<file path="src/sv/lgf_pkg.sv">
// shared types and constants of the linear gradient fill generator
`default_nettype none

package lgf_pkg;

    localparam int MAX_SIZE_DEF = 2048;

    localparam int CH_W     = 8;
    localparam int COORD_W  = 13;
    localparam int TDATA_W  = 72;
    localparam int IN_W     = 8;
    localparam int APB_AW   = 5;
    localparam int APB_DW   = 32;

    // register indexes (byte address is 4 * index)
    localparam logic [2:0] REG_COLOR_START = 3'd0;
    localparam logic [2:0] REG_COLOR_END   = 3'd1;
    localparam logic [2:0] REG_ORIGIN_X    = 3'd2;
    localparam logic [2:0] REG_ORIGIN_Y    = 3'd3;
    localparam logic [2:0] REG_FILL_WIDTH  = 3'd4;
    localparam logic [2:0] REG_FILL_HEIGHT = 3'd5;
    localparam logic [2:0] REG_DIRECTION   = 3'd6;
    localparam logic [2:0] REG_BLEND_MODE  = 3'd7;

    typedef struct packed {
        logic [31:0] color_start;
        logic [31:0] color_end;
        logic [11:0] origin_x;
        logic [11:0] origin_y;
        logic [11:0] fill_width;
        logic [11:0] fill_height;
        logic        direction;
        logic [7:0]  blend_mode;
    } t_cfg;

endpackage

`default_nettype wire

</file>
<file path="src/sv/lgf_regs.sv">
// apb register file holding the fill setup
`default_nettype none

module lgf_regs (
    input  wire logic                       i_clk,
    input  wire logic                       i_rst_n,
    input  wire logic                       psel,
    input  wire logic                       penable,
    input  wire logic                       pwrite,
    input  wire logic [lgf_pkg::APB_AW-1:0] paddr,
    input  wire logic [lgf_pkg::APB_DW-1:0] pwdata,
    output logic      [lgf_pkg::APB_DW-1:0] prdata,
    output logic                            pready,
    output lgf_pkg::t_cfg                   o_cfg
);

    lgf_pkg::t_cfg r_cfg;
    logic          w_wr;
    logic [2:0]    w_idx;

    assign pready = 1'b1;
    assign w_wr   = psel & penable & pwrite;
    assign w_idx  = paddr[4:2];
    assign o_cfg  = r_cfg;

    always_ff @(posedge i_clk) begin
        if (!i_rst_n) begin
            r_cfg.color_start <= '0;
            r_cfg.color_end   <= '0;
            r_cfg.origin_x    <= '0;
            r_cfg.origin_y    <= '0;
            r_cfg.fill_width  <= 12'd1;
            r_cfg.fill_height <= 12'd1;
            r_cfg.direction   <= 1'b0;
            r_cfg.blend_mode  <= '0;
        end else if (w_wr) begin
            unique case (w_idx)
                lgf_pkg::REG_COLOR_START: r_cfg.color_start <= pwdata;
                lgf_pkg::REG_COLOR_END:   r_cfg.color_end   <= pwdata;
                lgf_pkg::REG_ORIGIN_X:    r_cfg.origin_x    <= pwdata[11:0];
                lgf_pkg::REG_ORIGIN_Y:    r_cfg.origin_y    <= pwdata[11:0];
                lgf_pkg::REG_FILL_WIDTH:  r_cfg.fill_width  <= pwdata[11:0];
                lgf_pkg::REG_FILL_HEIGHT: r_cfg.fill_height <= pwdata[11:0];
                lgf_pkg::REG_DIRECTION:   r_cfg.direction   <= pwdata[0];
                lgf_pkg::REG_BLEND_MODE:  r_cfg.blend_mode  <= pwdata[7:0];
                default: ;
            endcase
        end
    end

    always_comb begin
        unique case (w_idx)
            lgf_pkg::REG_COLOR_START: prdata = r_cfg.color_start;
            lgf_pkg::REG_COLOR_END:   prdata = r_cfg.color_end;
            lgf_pkg::REG_ORIGIN_X:    prdata = {20'd0, r_cfg.origin_x};
            lgf_pkg::REG_ORIGIN_Y:    prdata = {20'd0, r_cfg.origin_y};
            lgf_pkg::REG_FILL_WIDTH:  prdata = {20'd0, r_cfg.fill_width};
            lgf_pkg::REG_FILL_HEIGHT: prdata = {20'd0, r_cfg.fill_height};
            lgf_pkg::REG_DIRECTION:   prdata = {31'd0, r_cfg.direction};
            lgf_pkg::REG_BLEND_MODE:  prdata = {24'd0, r_cfg.blend_mode};
            default:                  prdata = '0;
        endcase
    end

endmodule

`default_nettype wire

</file>
<file path="src/sv/lgf_lerp.sv">
// shared channel interpolator: one multiply, then a bit-serial restoring divide
`default_nettype none

module lgf_lerp #(
    parameter int MAX_SIZE = lgf_pkg::MAX_SIZE_DEF
) (
    input  wire logic                          i_clk,
    input  wire logic                          i_rst_n,
    input  wire logic                          i_start,
    input  wire logic [lgf_pkg::CH_W-1:0]      i_c1,
    input  wire logic [lgf_pkg::CH_W-1:0]      i_c2,
    input  wire logic [$clog2(MAX_SIZE)-1:0]   i_k,
    input  wire logic [$clog2(MAX_SIZE+1)-1:0] i_ext,
    output logic                               o_done,
    output logic      [lgf_pkg::CH_W-1:0]      o_result
);

    localparam int IDXW = $clog2(MAX_SIZE);
    localparam int EXTW = $clog2(MAX_SIZE + 1);
    localparam int CW   = EXTW + lgf_pkg::CH_W;
    localparam int PW   = lgf_pkg::CH_W + IDXW;

    localparam logic [1:0] L_IDLE = 2'd0;
    localparam logic [1:0] L_MUL  = 2'd1;
    localparam logic [1:0] L_DIV  = 2'd2;
    localparam logic [1:0] L_DONE = 2'd3;

    logic [1:0]              r_state;
    logic [2:0]              r_bit;
    logic                    r_neg;
    logic [lgf_pkg::CH_W-1:0] r_c1;
    logic [lgf_pkg::CH_W-1:0] r_mag;
    logic [IDXW-1:0]         r_k;
    logic [EXTW-1:0]         r_ext;
    logic [CW-1:0]           r_rem;
    logic [CW-1:0]           r_den;
    logic [lgf_pkg::CH_W-1:0] r_q;
    logic [PW-1:0]           w_prod;
    logic                    w_neg;

    assign w_neg  = i_c2 < i_c1;
    assign w_prod = r_mag * r_k;

    always_ff @(posedge i_clk) begin
        if (!i_rst_n) begin
            r_state <= L_IDLE;
            r_bit   <= '0;
        end else begin
            unique case (r_state)
                L_IDLE: begin
                    if (i_start) begin
                        r_state <= L_MUL;
                    end
                end
                L_MUL: begin
                    r_state <= L_DIV;
                    r_bit   <= '0;
                end
                L_DIV: begin
                    r_bit <= r_bit + 3'd1;
                    if (r_bit == 3'd7) begin
                        r_state <= L_DONE;
                    end
                end
                L_DONE:  r_state <= L_IDLE;
                default: r_state <= L_IDLE;
            endcase
        end
    end

    // datapath, no reset needed
    always_ff @(posedge i_clk) begin
        if (r_state == L_IDLE && i_start) begin
            r_neg <= w_neg;
            r_c1  <= i_c1;
            r_mag <= w_neg ? (i_c1 - i_c2) : (i_c2 - i_c1);
            r_k   <= i_k;
            r_ext <= i_ext;
        end
        if (r_state == L_MUL) begin
            r_rem <= CW'(w_prod);
            r_den <= CW'({r_ext, 7'd0});
            r_q   <= '0;
        end
        if (r_state == L_DIV) begin
            if (r_rem >= r_den) begin
                r_rem <= r_rem - r_den;
                r_q   <= {r_q[lgf_pkg::CH_W-2:0], 1'b1};
            end else begin
                r_q   <= {r_q[lgf_pkg::CH_W-2:0], 1'b0};
            end
            r_den <= r_den >> 1;
        end
    end

    assign o_done   = (r_state == L_DONE);
    assign o_result = r_neg ? (r_c1 - r_q) : (r_c1 + r_q);

endmodule

`default_nettype wire

</file>
<file path="src/sv/linear_gradient_fill_generator.sv">
// top level of the linear gradient rectangle fill generator
//
// usage: program colors, origin, size, direction and blend mode over the apb
// port while the block is idle. each transfer on the input stream (tdata
// bit 0 = restart) yields exactly one pixel transfer on the output stream:
// tdata carries x, y, argb channels and the draw mode, tlast marks the final
// pixel of the rectangle. restart = 1 begins a new fill; after the final
// pixel the scan wraps to the first one by itself.
// vertical gradients scan row by row, horizontal ones column by column.
// a pixel inside a line passes from the accepting idle step to the emit
// step and from there into the output register; a pixel that opens a line
// first recomputes the line color, four channels in turn in the shared
// multiply and bit-serial divide unit. one item is in work at a time: a new
// input is taken only after the current pixel has left the emit step.
// the output register decouples the sides: a new input is taken while a
// finished pixel still waits; a stalled receiver holds the next pixel in
// the emit step and input ready stays low until the register frees up.
// reset (synchronous, active low) restores the register defaults (size 1x1)
// and returns the scan to the first pixel.
`default_nettype none

module linear_gradient_fill_generator #(
    parameter int MAX_SIZE = lgf_pkg::MAX_SIZE_DEF
) (
    input  wire logic                        i_clk,
    input  wire logic                        i_rst_n,
    // input stream
    input  wire logic                        i_s_axis_tvalid,
    output logic                             o_s_axis_tready,
    input  wire logic [lgf_pkg::IN_W-1:0]    i_s_axis_tdata,  // [0] restart, rest zero
    // output stream
    output logic                             o_m_axis_tvalid,
    input  wire logic                        i_m_axis_tready,
    // [12:0] pixel_x, [25:13] pixel_y, [33:26] alpha, [41:34] red,
    // [49:42] green, [57:50] blue, [65:58] draw_mode, [71:66] zero
    output logic      [lgf_pkg::TDATA_W-1:0] o_m_axis_tdata,
    output logic                             o_m_axis_tlast,
    // configuration port
    input  wire logic                        psel,
    input  wire logic                        penable,
    input  wire logic                        pwrite,
    input  wire logic [lgf_pkg::APB_AW-1:0]  paddr,
    input  wire logic [lgf_pkg::APB_DW-1:0]  pwdata,
    output logic      [lgf_pkg::APB_DW-1:0]  prdata,
    output logic                             pready
);

    localparam int IDXW = $clog2(MAX_SIZE);
    localparam int EXTW = $clog2(MAX_SIZE + 1);

    localparam logic [1:0] ST_IDLE = 2'd0;
    localparam logic [1:0] ST_CALC = 2'd1;
    localparam logic [1:0] ST_EMIT = 2'd2;

    lgf_pkg::t_cfg w_cfg;

    logic [1:0]      r_state;
    logic [IDXW-1:0] r_col;
    logic [IDXW-1:0] r_row;
    logic [31:0]     r_line_color;
    logic [1:0]      r_chan;
    logic            r_lerp_start;
    logic            r_out_valid;
    logic            r_out_last;
    logic [lgf_pkg::TDATA_W-1:0] r_out_data;

    logic [EXTW-1:0] w_w;
    logic [EXTW-1:0] w_h;
    logic            w_horiz;
    logic            w_accept;
    logic            w_rescan;
    logic [IDXW-1:0] n_col;
    logic [IDXW-1:0] n_row;
    logic            w_need_color;
    logic            w_load;
    logic            w_last;
    logic [lgf_pkg::COORD_W-1:0] w_px;
    logic [lgf_pkg::COORD_W-1:0] w_py;
    logic            w_lerp_done;
    logic [7:0]      w_lerp_res;
    logic [7:0]      w_c1;
    logic [7:0]      w_c2;
    logic [IDXW-1:0] w_k;
    logic [EXTW-1:0] w_ext;

    lgf_regs u_regs (
        .i_clk   (i_clk),
        .i_rst_n (i_rst_n),
        .psel    (psel),
        .penable (penable),
        .pwrite  (pwrite),
        .paddr   (paddr),
        .pwdata  (pwdata),
        .prdata  (prdata),
        .pready  (pready),
        .o_cfg   (w_cfg)
    );

    // extents clamped to 1..MAX_SIZE
    always_comb begin
        if (w_cfg.fill_width == 12'd0) begin
            w_w = EXTW'(1);
        end else if (32'(w_cfg.fill_width) > 32'(MAX_SIZE)) begin
            w_w = EXTW'(MAX_SIZE);
        end else begin
            w_w = EXTW'(w_cfg.fill_width);
        end
        if (w_cfg.fill_height == 12'd0) begin
            w_h = EXTW'(1);
        end else if (32'(w_cfg.fill_height) > 32'(MAX_SIZE)) begin
            w_h = EXTW'(MAX_SIZE);
        end else begin
            w_h = EXTW'(w_cfg.fill_height);
        end
    end

    assign w_horiz  = w_cfg.direction;
    assign o_s_axis_tready = (r_state == ST_IDLE);
    assign w_accept = i_s_axis_tvalid & o_s_axis_tready;

    // restart request, or the scan fell outside a shrunken rectangle
    assign w_rescan = i_s_axis_tdata[0] | (EXTW'(r_col) >= w_w) | (EXTW'(r_row) >= w_h);
    assign n_col    = w_rescan ? '0 : r_col;
    assign n_row    = w_rescan ? '0 : r_row;
    // line color is refreshed on the first pixel of each line
    assign w_need_color = w_horiz ? (n_row == '0) : (n_col == '0);

    // shared interpolator operands
    assign w_c1  = w_cfg.color_start[8*r_chan +: 8];
    assign w_c2  = w_cfg.color_end[8*r_chan +: 8];
    assign w_k   = w_horiz ? r_col : r_row;
    assign w_ext = w_horiz ? w_w : w_h;

    lgf_lerp #(
        .MAX_SIZE (MAX_SIZE)
    ) u_lerp (
        .i_clk    (i_clk),
        .i_rst_n  (i_rst_n),
        .i_start  (r_lerp_start),
        .i_c1     (w_c1),
        .i_c2     (w_c2),
        .i_k      (w_k),
        .i_ext    (w_ext),
        .o_done   (w_lerp_done),
        .o_result (w_lerp_res)
    );

    // pixel fields
    assign w_load = (r_state == ST_EMIT) & (~r_out_valid | i_m_axis_tready);
    assign w_last = (EXTW'(r_col) == w_w - EXTW'(1)) & (EXTW'(r_row) == w_h - EXTW'(1));
    assign w_px   = {w_cfg.origin_x[11], w_cfg.origin_x} + lgf_pkg::COORD_W'(r_col);
    assign w_py   = {w_cfg.origin_y[11], w_cfg.origin_y} + lgf_pkg::COORD_W'(r_row);

    always_ff @(posedge i_clk) begin
        if (!i_rst_n) begin
            r_state      <= ST_IDLE;
            r_col        <= '0;
            r_row        <= '0;
            r_line_color <= '0;
            r_chan       <= '0;
            r_lerp_start <= 1'b0;
            r_out_valid  <= 1'b0;
        end else begin
            r_lerp_start <= 1'b0;
            if (r_out_valid && i_m_axis_tready) begin
                r_out_valid <= 1'b0;
            end
            unique case (r_state)
                ST_IDLE: begin
                    if (w_accept) begin
                        r_col  <= n_col;
                        r_row  <= n_row;
                        r_chan <= '0;
                        if (w_need_color) begin
                            r_state      <= ST_CALC;
                            r_lerp_start <= 1'b1;
                        end else begin
                            r_state <= ST_EMIT;
                        end
                    end
                end
                ST_CALC: begin
                    if (w_lerp_done) begin
                        r_line_color[8*r_chan +: 8] <= w_lerp_res;
                        if (r_chan == 2'd3) begin
                            r_state <= ST_EMIT;
                        end else begin
                            r_chan       <= r_chan + 2'd1;
                            r_lerp_start <= 1'b1;
                        end
                    end
                end
                ST_EMIT: begin
                    if (w_load) begin
                        r_out_valid <= 1'b1;
                        r_state     <= ST_IDLE;
                        // advance the scan
                        if (w_last) begin
                            r_col <= '0;
                            r_row <= '0;
                        end else if (w_horiz) begin
                            if (EXTW'(r_row) + EXTW'(1) >= w_h) begin
                                r_row <= '0;
                                r_col <= r_col + IDXW'(1);
                            end else begin
                                r_row <= r_row + IDXW'(1);
                            end
                        end else begin
                            if (EXTW'(r_col) + EXTW'(1) >= w_w) begin
                                r_col <= '0;
                                r_row <= r_row + IDXW'(1);
                            end else begin
                                r_col <= r_col + IDXW'(1);
                            end
                        end
                    end
                end
                default: r_state <= ST_IDLE;
            endcase
        end
    end

    // output payload register
    always_ff @(posedge i_clk) begin
        if (w_load) begin
            r_out_data <= {6'd0, w_cfg.blend_mode, r_line_color[7:0], r_line_color[15:8],
                           r_line_color[23:16], r_line_color[31:24], w_py, w_px};
            r_out_last <= w_last;
        end
    end

    assign o_m_axis_tvalid = r_out_valid;
    assign o_m_axis_tdata  = r_out_data;
    assign o_m_axis_tlast  = r_out_last;

    // the interpolator only runs while a line color is being built
    a_done_in_calc: assert property (@(posedge i_clk) disable iff (!i_rst_n)
        w_lerp_done |-> (r_state == ST_CALC))
        else $error("interpolator finished outside color calculation");

    a_start_in_calc: assert property (@(posedge i_clk) disable iff (!i_rst_n)
        r_lerp_start |-> (r_state == ST_CALC))
        else $error("interpolator started outside color calculation");

    // a restart transfer always begins at the first pixel
    a_restart_origin: assert property (@(posedge i_clk) disable iff (!i_rst_n)
        (w_accept && i_s_axis_tdata[0]) |=> (r_col == '0 && r_row == '0))
        else $error("restart did not return scan to first pixel");

    // the final pixel wraps the scan
    a_last_wraps: assert property (@(posedge i_clk) disable iff (!i_rst_n)
        (w_load && w_last) |=> (r_col == '0 && r_row == '0))
        else $error("scan did not wrap after final pixel");

    // a line color pass ends with all four channels
    a_calc_exit: assert property (@(posedge i_clk) disable iff (!i_rst_n)
        (r_state == ST_CALC && w_lerp_done && r_chan != 2'd3) |=> r_lerp_start)
        else $error("color pass stopped before the last channel");

endmodule

`default_nettype wire
</file>
<file path="config.mk">
export PLATFORM = sky130hd
export DESIGN_NAME = linear_gradient_fill_generator
export DESIGN_NICKNAME = d
export VERILOG_FILES = /design/src/sv/lgf_pkg.sv /design/src/sv/lgf_regs.sv /design/src/sv/lgf_lerp.sv /design/src/sv/linear_gradient_fill_generator.sv
export SDC_FILE = /design/constraint.sdc
export NUM_CORES = 1
export LEC_CHECK = 0
export BUFFER_PORTS_ARGS = -buffer_cell sky130_fd_sc_hd__buf_2
export CAP_MARGIN = 0
export CORE_MARGIN = 10
export CORE_UTILIZATION = 60
export DETAILED_ROUTE_END_ITERATION = 16
export GPL_TIMING_DRIVEN = 1
export PLACE_DENSITY = 0.79
export SYNTH_ARGS = -nofsm -noshare
export SYNTH_HDL_FRONTEND = slang
export SYNTH_HIERARCHICAL = 1
export SYNTH_SLANG_ARGS = --single-unit
</file>
<file path="constraint.sdc">
create_clock -name i_clk -period 5.9 [get_ports i_clk]
set_input_delay 1.18 -clock i_clk [delete_from_list [all_inputs] [get_ports i_clk]]
set_output_delay 1.18 -clock i_clk [all_outputs]
set_load 0.05 [all_outputs]
</file>
Yosys cells after proc, flatten, opt, wreduce, memory -nomap -nowiden
Cells that the tools add are included.
{"block": "classes", "reduce_logical": 26, "shift": 4, "addsub": 16, "order_cmp": 8, "bitwise_logic": 9, "n_mux": 57, "multipliers": 1, "eq_ne": 25}
{"op": "$pmux 32 s8", "n": 1}
{"op": "$mux 11", "n": 15}
{"op": "$shiftx 32x6->8", "n": 2}
{"op": "$mux 12", "n": 5}
{"op": "$mux 20", "n": 3}
{"op": "$pmux 11 s2", "n": 2}
{"op": "$neg 5->34", "n": 1}
{"op": "$shift 8x34->32 const A", "n": 1}
{"op": "$shiftx 8x34->32", "n": 1}
{"op": "$bwmux 32", "n": 1}
{"op": "$mux 8", "n": 4}
{"op": "$add 12x12->13", "n": 2}
{"op": "$add 11x1->12 const B", "n": 2}
{"op": "$eq 11x12->1", "n": 2}
{"op": "$ge 11x12->1", "n": 2}
{"op": "$ge 12x12->1", "n": 2}
{"op": "$gt 12x12->1 const B", "n": 2}
{"op": "$logic_not 12->1", "n": 2}
{"op": "$sub 12x1->12 const B", "n": 2}
{"op": "$sub 8x8->8", "n": 3}
{"op": "$add 11x1->11 const B", "n": 2}
{"op": "$logic_not 11->1", "n": 2}
{"op": "$ge 20x19->1", "n": 1}
{"op": "$mux 2", "n": 10}
{"op": "32 further kinds", "n": 76}
{"block": "word_totals", "regBits": 340}

Depth between registers and ports, before layout
{"block": "logic_depth", "ltp_word": 12, "depth_mapped": 18, "mapped_depth_nobuf": 16}

Hierarchy
The synthesis kept the hierarchy.
{"mod": "lgf_lerp", "cells_each": 906, "area_each_um2": 8760.9, "instances": 1}
{"mod": "linear_gradient_fill_generator", "cells_each": 932, "area_each_um2": 8672.1, "instances": 1}
{"mod": "lgf_regs", "cells_each": 667, "area_each_um2": 5511.5, "instances": 1}

Worst setup path after synthesis
OpenSTA, ideal clock, no wires.
{"block": "synth_timing", "path_type": "register to register", "startpoint": "register u_lerp/r_mag[7] (netlist name)", "endpoint": "register u_lerp.r_rem[17]", "arrival_ps": 4370, "path_slack_ps": 1412, "path_stages_with_launch": 18, "setup_ps": 118, "t_required_ps": 5782, "synth_period_minus_slack_ps": 4488, "path_cell_list": "edfxtp_1 > clkbuf_1 > and2_1 > fa_1 > inv_1 > fa_1 > inv_1 > fa_1 > inv_1 > fa_1 > inv_1 > ha_1 > a21oi_1 > o21ai_0 > a2111oi_0 > a2111o_1 > nand3_1 > o2bb2ai_1"}
{"block": "synth_via", "elab_chain_cells": 4}
{"item": "start: declaration", "line_no": "lgf_lerp.sv:32", "text": "logic [lgf_pkg::CH_W-1:0] r_mag;"}
{"item": "start signal: assignment", "line_no": "lgf_lerp.sv:76", "text": "r_mag <= w_neg ? (i_c1 - i_c2) : (i_c2 - i_c1);"}
{"item": "$mul 8x11->19 (*)", "line_no": "lgf_lerp.sv:42", "text": "assign w_prod = r_mag * r_k;"}
{"item": "$mux 20 (*)", "line_no": "lgf_lerp.sv:80", "text": "if (r_state == L_MUL) begin"}
{"item": "$mux 20", "line_no": "lgf_lerp.sv:86", "text": "if (r_rem >= r_den) begin"}
{"item": "$mux 20 (*)", "line_no": "lgf_lerp.sv:85", "text": "if (r_state == L_DIV) begin"}
{"item": "end signal: assignment", "line_no": "lgf_lerp.sv:81", "text": "r_rem <= CW'(w_prod);"}
{"item": "end signal: assignment", "line_no": "lgf_lerp.sv:87", "text": "r_rem <= r_rem - r_den;"}
{"item": "end: declaration", "line_no": "lgf_lerp.sv:35", "text": "logic [CW-1:0] r_rem;"}
Every way passes the cells marked *; elsewhere a longest branch is shown, timed or not.
A chain may end at the register's enable or synchronous reset.

Final worst setup path
{"block": "layout_timing", "startpoint": "register u_lerp/r_mag[4] (netlist name)", "endpoint": "register u_lerp.r_rem[16]"}
The elaborated chain is that of the path after synthesis.

==> metrics.csv <==
stage,metric,value,unit
run_status,status,"finished, final reports clean",
power,Clk pwr share,25.1,%
die,Die Y-Extent,215.6,µm
synthesis,Synth Instances,2505,
die,total core area,37670,µm²
timing,Worst-Margin Slew,1.209,ns
power,Power Density,384.5,nW/µm²
worst_setup_path,crit-path cells,and2_1 > fa_1 > fa_1 > fa_1 > inv_1 > fa_1 > inv_1 > ha_1 > a21o_1 > a221o_1 > a31oi_1 > a2111oi_0 > nor3_1 > mux2i_1,
synthesis,"EDFF count, synth",134,
placement,DP Worst Slack,1.023,ns
routing,"antenna viol nets, final",0,
timing,final setup violation count,0,
synthesis,async set-or-reset flop fraction in the synthesized netlist,0,%
worst_hold_path,Hold Crit Class,register to register,
synthesis,Mapped Area,22940,µm²
timing,Fin Clk Skew,0.02352,ns
worst_setup_path,slowest cell on the critical path,fa_1,
finish,Area Growth Syn to Fin,9.521,%
power,register share of total power,30.7,%
clock_tree,CTS H-Tree Depth,2,
timing,Final Hold Vio Count,0,
global_route,met2 usage,45.06,%
timing,fin crit period,4.969,ns
worst_setup_path,buffer and inverter count on the worst path,2,
timing,f_max,201.3,MHz
worst_setup_path,CP endpoint kind,register,
placement,hpwl dp,46.78,mm
die,Initial Util,60.92,%
power,switching power,3.835,mW
die,row cnt,71,
clock_tree,Clock Tree Root,clkbuf_16,
clock_tree,Skew-Pair Late Insertion Delay,0.57,ns
synthesis,Synth top cells by count,"nand2_1 (365), dfxtp_1 (206), inv_1 (187)",
worst_setup_path,max incr delay on CP,0.57,ns
worst_setup_path,"CP delay by family, top",adder cells,
clock_tree,clk slew on worst S/H paths,0.07,ns
global_route,vias in the first global route,18870,
synthesis,top-count cell post-synth,nand2_1,
worst_setup_path,Required @ worst endpoint,6.33,ns
synthesis,main area contributors after synthesis,"dfxtp_1 (18%), edfxtp_1 (18%), ha_1 (9.1%), nand2_1 (6.0%), fa_1 (5.2%)",
timing,RSZ-0062 raised after global routing,no,
clock_tree,hold-fix buffer count after cts,0,
routing,vias,19310,
synthesis,post-synth cell types,108,
placement,Final GP Congestion,0.9781,
global_route,met1 usage in global routing,33.77,%
clock_tree,maximum clock path buffer count,3,
die,I/O Pins,160,
power,Pint,5.826,mW
synthesis,Ys Warns,6,
clock_tree,Setup Buffers After CTS,0,
power,Comb pwr share,44.3,%
timing,"Slew Viols, Final",0,
synthesis,Yosys top cell area share,17.97,%
power,P_leak,10.35,nW
die,Die X,215.6,µm
global_route,largest net degree at the start of global routing,95,
routing,Initial DRT Pass Iterations,6,
die,die area,46460,µm²
timing,Slew HR,19.39,%
timing,Final Cycle Share,84.22,%
global_route,grt ovf,0,
timing,setup_tns,0,ns
routing,DRC violations left,0,
routing,WL/cell,20.58,µm
global_route,initial antenna violation count,0,
global_route,grt met3 use,4.462,%
timing,setup ws final,0.9312,ns
worst_setup_path,worst-path fanout max,11,
global_route,total track usage,26.77,%
placement,port bufs,143,
flow_run,# Max-Cap Violations,0,
synthesis,Syn Area/Cell,9.159,µm²
routing,DR vias/cell,6.192,
clock_tree,post-CTS sizing,0,
clock_tree,TritonCTS Sinks,340,
synthesis,"Seq/Total Area, Yosys",35.51,%
clock_tree,TritonCTS Buffers,38,
power,Worst VDD drop,315.9,µV
finish,# nets final,2857,
synthesis,leading area contributor after synthesis,dfxtp_1,
finish,filler instances,2994,
clock_tree,CTS tree,yes,
global_route,most used routing layer in global routing,met2,
worst_setup_path,WP data arrival,5.40,ns
worst_setup_path,"most used cell, CP",fa_1,
routing,1st-iter DRT viols,1878,
worst_setup_path,Startpoint Class,register,
finish,share of layout cells above drive strength 1,12.00,%
power,switching fraction of total power,39.70,%
synthesis,ys flop type,dfxtp_1,
routing,WL final,64.19,mm
worst_setup_path,worst setup path class,register to register,
synthesis,Seq cells post-synth,340,
global_route,first-pass GRT wire length,101.7,mm
finish,diode count,0,
==> worst paths after layout <==
path,from,to,slack (ns),depth (start not counted)
max reg2reg,u_lerp/r_mag[4],u_lerp/r_rem[16],0.93,14
max,u_lerp/r_mag[4],u_lerp/r_rem[16],0.93,14
min,r_line_color[0],o_m_axis_tdata[50],0.43,0
min reg2reg,r_line_color[0],o_m_axis_tdata[50],0.43,0
==> layout by cell type (no fill, tap or decap), types with 46 or more instances in the layout <==
master,count
a21boi_0,81
o21ai_0,114
buf_2,143
and2_1,89
mux2i_1,60
dfxtp_1,206
nand3_1,63
fa_1,60
a21boi_1,46
nor2_1,97
edfxtp_1,134
inv_1,186
ha_1,167
xnor2_1,52
a21oi_1,103
nand2_1,365
==> stage by stage <==
stage,power (mW),hold WS [ns],area (µm²),instances,utilization (%)
finish,9.662,0.4267,25130,3119,66.72
global route,10.32,0.4374,25130,3119,66.72
CTS,9.653,0.4312,25130,3119,66.72
detailed placement,7.212,0.4167,23840,3049,63.30
global placement,7.086,0.4167,23840,3049,63.30
floorplan,6.214,0.4081,22960,2510,-
==> kinds of logic after synthesis <==
| group | share of synthesized area (%) |
|---|---|
| AOI/OAI and AO/OA | 17.62 |
| xor gates and xnor gates | 2.977 |
| adders and majority gates | 14.34 |
| buffers and inverters | 5.791 |
| DFF | 35.51 |
| muxes | 5.611 |
| other | 0.03273 |
| and+or+nand+nor | 18.12 |
==> metal layers <==
metal | share of wire, % | up-vias
met4 | 3.8 | 0
met5 | 0 | -
met3 | 7.1 | 166
met2 | 48 | 828
met1 | 41 | 9343
li1 | - | 8976
==> power by group through the flow <==
stage / combinational, mW / sequential (mW) / clock, mW
floorplan: 3.21 / 3.00 / 0
global placement: 4.09 / 2.99 / 0
detailed placement: 4.20 / 3.01 / 0
CTS: 4.24 / 2.96 / 2.45
global route: 4.78 / 2.99 / 2.55
finish: 4.28 / 2.96 / 2.42
==> flip-flops by register name (all words and copies together) (netlist names), 11 cells and up <==
register        cells
u_lerp/r_ext       12
u_lerp/r_rem       20
r_col              11
r_line_color       32
u_regs/o_cfg      121
r_row              11
u_lerp/r_den       19
u_lerp/r_k         11
o_m_axis_tdata     66
==> layout make-up <==
cell class / instances / area (µm²) / share of cell area [%]
Multi-Input combinational cell: 1847 / 13500 / 53.72
Sequential cell: 340 / 8148 / 32.42
Clock buffer: 52 / 1106 / 4.402
Timing Repair Buffer: 159 / 835.8 / 3.326
Inverter: 192 / 720.7 / 2.868
Tap cell: 511 / 639.4 / 2.544
Clock inverter: 18 / 180.2 / 0.7170
Power figures use the tool's default switching activity.
